## src/hdl/tksrt_pkg.sv

```systemverilog
// Package for the slow-request table: sizes, request/result beat types,
// status and operation codes, sequencer states and the cell control struct.
// No dependencies.
`default_nettype none

package tksrt_pkg;

    localparam int SLOTS  = 16;
    localparam int IDX_W  = (SLOTS > 1) ? $clog2(SLOTS) : 1;
    localparam int CNT_W  = $clog2(SLOTS + 1);
    localparam int DUMP_N = (SLOTS < 16) ? SLOTS : 16;

    localparam logic [31:0] THRESHOLD_RESET = 32'd10000;

    localparam logic [1:0] OP_ADD   = 2'd0;
    localparam logic [1:0] OP_CLEAR = 2'd1;
    localparam logic [1:0] OP_DUMP  = 2'd2;

    typedef enum logic [2:0] {
        STS_BELOW      = 3'd0,
        STS_NOT_SLOW   = 3'd1,
        STS_NOT_SLOWER = 3'd2,
        STS_UPDATED    = 3'd3,
        STS_INSERTED   = 3'd4,
        STS_REPLACED   = 3'd5,
        STS_ENTRY      = 3'd6
    } t_status;

    typedef enum logic [2:0] {
        S_IDLE,
        S_LOOK,
        S_MIN,
        S_EMIT,
        S_DUMP
    } t_fsm;

    typedef struct packed {
        logic [1:0]  operation;
        logic [63:0] key_hash;
        logic [31:0] latency;
        logic [39:0] timestamp;
    } t_req;

    typedef struct packed {
        t_status     status;
        logic [3:0]  slot;
        logic        entry_valid;
        logic [63:0] entry_key;
        logic [31:0] entry_latency;
        logic [39:0] entry_time;
        logic        last;
    } t_rsp;

    typedef struct packed {
        logic [63:0] key;
        logic [31:0] latency;
        logic [39:0] time_s;
    } t_entry;

    typedef struct packed {
        logic shift;
        logic wr;
    } t_cell_ctl;

endpackage

`default_nettype wire

```

## src/hdl/tksrt_cell.sv

```systemverilog
// One table cell: holds an entry, matches the broadcast key, flags the minimum
// and passes a running minimum and its entry to the neighbouring cell.
// Depends on tksrt_pkg.
`default_nettype none

module tksrt_cell (
    input  wire logic               i_clk,
    input  wire tksrt_pkg::t_cell_ctl i_ctl,
    input  wire tksrt_pkg::t_entry  i_wr_entry,
    input  wire tksrt_pkg::t_entry  i_next,
    input  wire logic               i_in_use,
    input  wire logic [63:0]        i_key,
    input  wire logic [31:0]        i_lowest,
    input  wire logic [31:0]        i_min,
    output logic [31:0]             o_min,
    output tksrt_pkg::t_entry       o_entry,
    output logic                    o_match,
    output logic                    o_at_min
);
    import tksrt_pkg::*;

    t_entry      r_entry;
    logic [31:0] r_min;
    logic [31:0] n_min;

    always_comb begin
        n_min = (i_in_use && (r_entry.latency < i_min)) ? r_entry.latency : i_min;
    end

    // write from the sequencer wins; shift rotates the row during a dump
    always_ff @(posedge i_clk) begin
        if (i_ctl.wr) begin
            r_entry <= i_wr_entry;
        end else if (i_ctl.shift) begin
            r_entry <= i_next;
        end
        r_min <= n_min;
    end

    assign o_min    = r_min;
    assign o_entry  = r_entry;
    assign o_match  = i_in_use && (r_entry.key == i_key);
    assign o_at_min = i_in_use && (r_entry.latency == i_lowest);

endmodule

`default_nettype wire

```

## config.mk

```make
export PLATFORM = sky130hd
export DESIGN_NAME = tksrt_cell
export DESIGN_NICKNAME = d
export VERILOG_FILES = /design/src/hdl/tksrt_pkg.sv /design/src/hdl/tksrt_cell.sv
export SDC_FILE = /design/constraint.sdc
export NUM_CORES = 1
export LEC_CHECK = 0
export BUFFER_PORTS_ARGS = -buffer_cell sky130_fd_sc_hd__buf_2
export CAP_MARGIN = 15
export CORE_AREA = 5 5 221 223
export DETAILED_ROUTE_END_ITERATION = 8
export DIE_AREA = 0 0 226 228
export PLACE_DENSITY = 0.41
export SLEW_MARGIN = 20
export SYNTH_ARGS = -nofsm -noshare
export SYNTH_HDL_FRONTEND = slang
export SYNTH_SLANG_ARGS = --single-unit
```

## constraint.sdc

```tcl
create_clock -name i_clk -period 6.8 [get_ports i_clk]
set_clock_uncertainty 0.15 [all_clocks]
set_input_delay 1.36 -clock i_clk [delete_from_list [all_inputs] [get_ports i_clk]]
set_output_delay 1.36 -clock i_clk [all_outputs]
set_load 0.005 [all_outputs]
```

==> flow_summary_export.csv <==
group,metric,value,unit
worst_setup_path,crit_family,"simple AND/OR/NAND/NOR gates",
global_routing,grt_pass1_wl,51.5,mm
worst_setup_path,cp_cell_sequence,"buf_2 > xnor2_1 > nand4_1 > nor4_1 > nand3_1 > or4_1 > nor4b_1 > buf_2",
final_layout,final_cell_mix,"buf_2, mux2_2, edfxtp_1, inv_1, xor2_1",
global_routing,gr-total-overflow,0,
worst_setup_path,max_stage_delay,550,ps
global_routing,grt_usage,13.8,%
place,numPortBuffers,573,
yosys,synth_edf_count,136,
yosys,syn_area_per_cell,14.3,um^2
yosys,synth_top_area_share,47.0,%
yosys,synth-async-reset-ratio,0,%
clocking,cts_resized,0,
clocking,clk_pin_slew,70,ps
timing,hold_violations,0,
clocking,hold_buffers,0,
final_layout,syn_to_final_growth,47.8,%
final_layout,fin_nets,1622,
drt,wl,36.7,mm
power,leakagePower,5.88,nW
status,run_status,"completed",
yosys,synth_cell_types,39,
worst_hold_path,hold_class,"reg2reg",
worst_setup_path,criticalPathCategory,"in2out",
timing,post-route-period-util,72.8,%
drt,first_pass_iters,4,
timing,drv_slew,0,
clocking,clk_path_buf_depth,2,
drt,drc_errors,0,
timing,worstMarginPinSlew,980,ps
clocking,insertion_delay,490,ps
place,gp_congestion,0.886,
yosys,synth_seq_cells,168,
worst_setup_path,critPathSlowestCell,"or4_1",
power,power_density,226,nW/um^2
worst_setup_path,worstReg2RegStart,"o_entry[45]",
global_routing,grt_antenna_before_repair,8,
final_layout,final_util,27.7,%
worst_setup_path,worstPathMaxFanout,1,
worst_setup_path,crit_top_cell,"buf_2",
timing,tns,0,ps
worst_setup_path,cp_data_required_time,5290,ps
worst_setup_path,endpoint_kind,"output pin",
clocking,cts_tree,"built",
clocking,postCtsSetupRepairBufs,0,
place,post-place-ws,1860,ps
timing,rsz0062_at_grt,"no",
timing,timing.hold.ws,450,ps
worst_setup_path,cp-startpoint,"i_key[7]",
timing,relSlewSlack,34.7,%
drt,wl_per_cell,20.2,um
die,die_h,228,um
power,vdd_drop_max,0.143,mV
drt,ant_nets,0,
clocking,cts_sinks,168,
yosys,synth-seq-area-share,54.3,%
timing,fin_ws,1850,ps
run,drv_cap,0,
yosys,syn_inst,608,
drt,vias,7124,
clocking,cts-buffers-inserted,17,
die,rows,79,
die,die-area,51500,um^2
place,hpwl,30.7,mm
yosys,yosysWarnings,0,
global_routing,grt_pass1_vias,7791,
worst_setup_path,crit_buf_inv,2,
worst_setup_path,start_kind,"primary input",
die,die_w,226,um
worst_setup_path,critPathArrivalTime,3440,ps
final_layout,final_layout_size_suffix_gt1_share,64.6,%
drt,via_per_inst,3.93,
final_layout,layout_commonest_cell,"buf_2",
clocking,cts_root_buffer,"clkbuf_16",
die,io_pins,574,
yosys,synth_area,8700,um^2
timing,setup-violations-final,0,
yosys,syn_nets,1043,
drt,drt_iter0_drc,264,
timing,max_freq,0.202,GHz
die,coreArea,46400,um^2
worst_hold_path,hp-start,"o_entry[54]",
yosys,synth_top_cells_by_area,"edfxtp_1, mux2_2, dfxtp_1, mux2_4, xor2_1",
global_routing,grt_max_degree,72,
clocking,htreeDepth,4,
timing,fin_crit,4950,ps
final_layout,stdcell_count,1815,
yosys,dominantRegCellSynth,"edfxtp_1",
yosys,yosysTopAreaCell,"edfxtp_1",
place,dpl.cell_count,1775,
die,initial_utilization,18.8,%
worst_setup_path,reg2reg_setup_slack,3690,ps
[worst paths after layout]
check | to | cells past startpoint
setup reg to reg | o_min[26] | 8
setup / recovery | o_match | 8
hold / removal | o_min[14] | 1
hold reg to reg | o_min[14] | 1
[cells in the mapped netlist, types with 2 or more instances]
cell and number:
a21oi_1 11, a221oi_1 3, xor2_1 47, clkbuf_1 15
nand2_1 8, a21o_1 3, xnor2_1 34, nand3_1 5
mux2_2 138, buf_6 3, a22o_1 2, o21ai_0 6
nor4_1 16, o2bb2ai_1 2, o22ai_1 4, nand4_1 14
edfxtp_1 136, inv_1 47, nor2_1 4, ha_1 31
mux2_4 30, dfxtp_1 32
[cells by family (layout without fill, tap and decap cells)]
logic type                 after synthesis  after routing  share of synthesized area (%)
AOI/OAI and AO/OA                       40             40                           3.34
other                                    0              8                              0
muxes                                  168            168                           23.0
xor gates and xnor gates                81             81                           8.16
adders and majority gates               31             31                           4.46
and+or+nand+nor                         55             55                           3.62
buffers and inverters                   65            657                           3.06
DFF                                    168            168                           54.3
[worst reg2reg max path: stages (launching register included)]
cell and delay [ps]:
edfxtp_1 460, ha_1 320, a21oi_1 160, o21ai_0 180, a221o_1 380, a211o_1 320, a311oi_4 280, buf_4 400
mux2_4 350
[sequential cells by signal, summed over array words and instances, names as in the netlist]
| signal | flops |
|---|---|
| o_entry | 136 |
| o_min | 32 |
[through the flow]
stage | total power, mW | instance area (um^2)
finish | 2.90 | 12900
global route | 3.06 | 12800
CTS | 2.97 | 12800
detailed placement | 1.98 | 12300
global placement | 1.98 | 12300
floorplan | 1.61 | 8700
[metal layers]
layer | up-vias | GRT usage, % | share of wire (%)
li1 | 3436 | - | -
met1 | 3354 | 15.6 | 38
met2 | 289 | 24.5 | 52
met3 | 43 | 4.21 | 7.2
met4 | 2 | 4.92 | 2.0
met5 | - | 0 | 0.035
[layout make-up]
class / instances / area (um^2)
tap: 607 / 759
sequential: 168 / 4720
antenna: 8 / 20.0
fill: 4920 / 33500
clock inverter: 10 / 97.6
multi-input combinational: 375 / 3710
clock buffer: 22 / 454
timing repair buffer: 578 / 2910
inverter: 47 / 176
[report_power, final]
part	total (mW)	switching [mW]	leakage, nW	internal (mW)
Sequential	1.33	0.0860	1.66	1.25
Clock	0.957	0.443	0.256	0.513
Combinational	0.610	0.279	3.97	0.331
Total	2.90	0.808	5.88	2.09
Note: power is estimated with default switching activity, not from simulation.
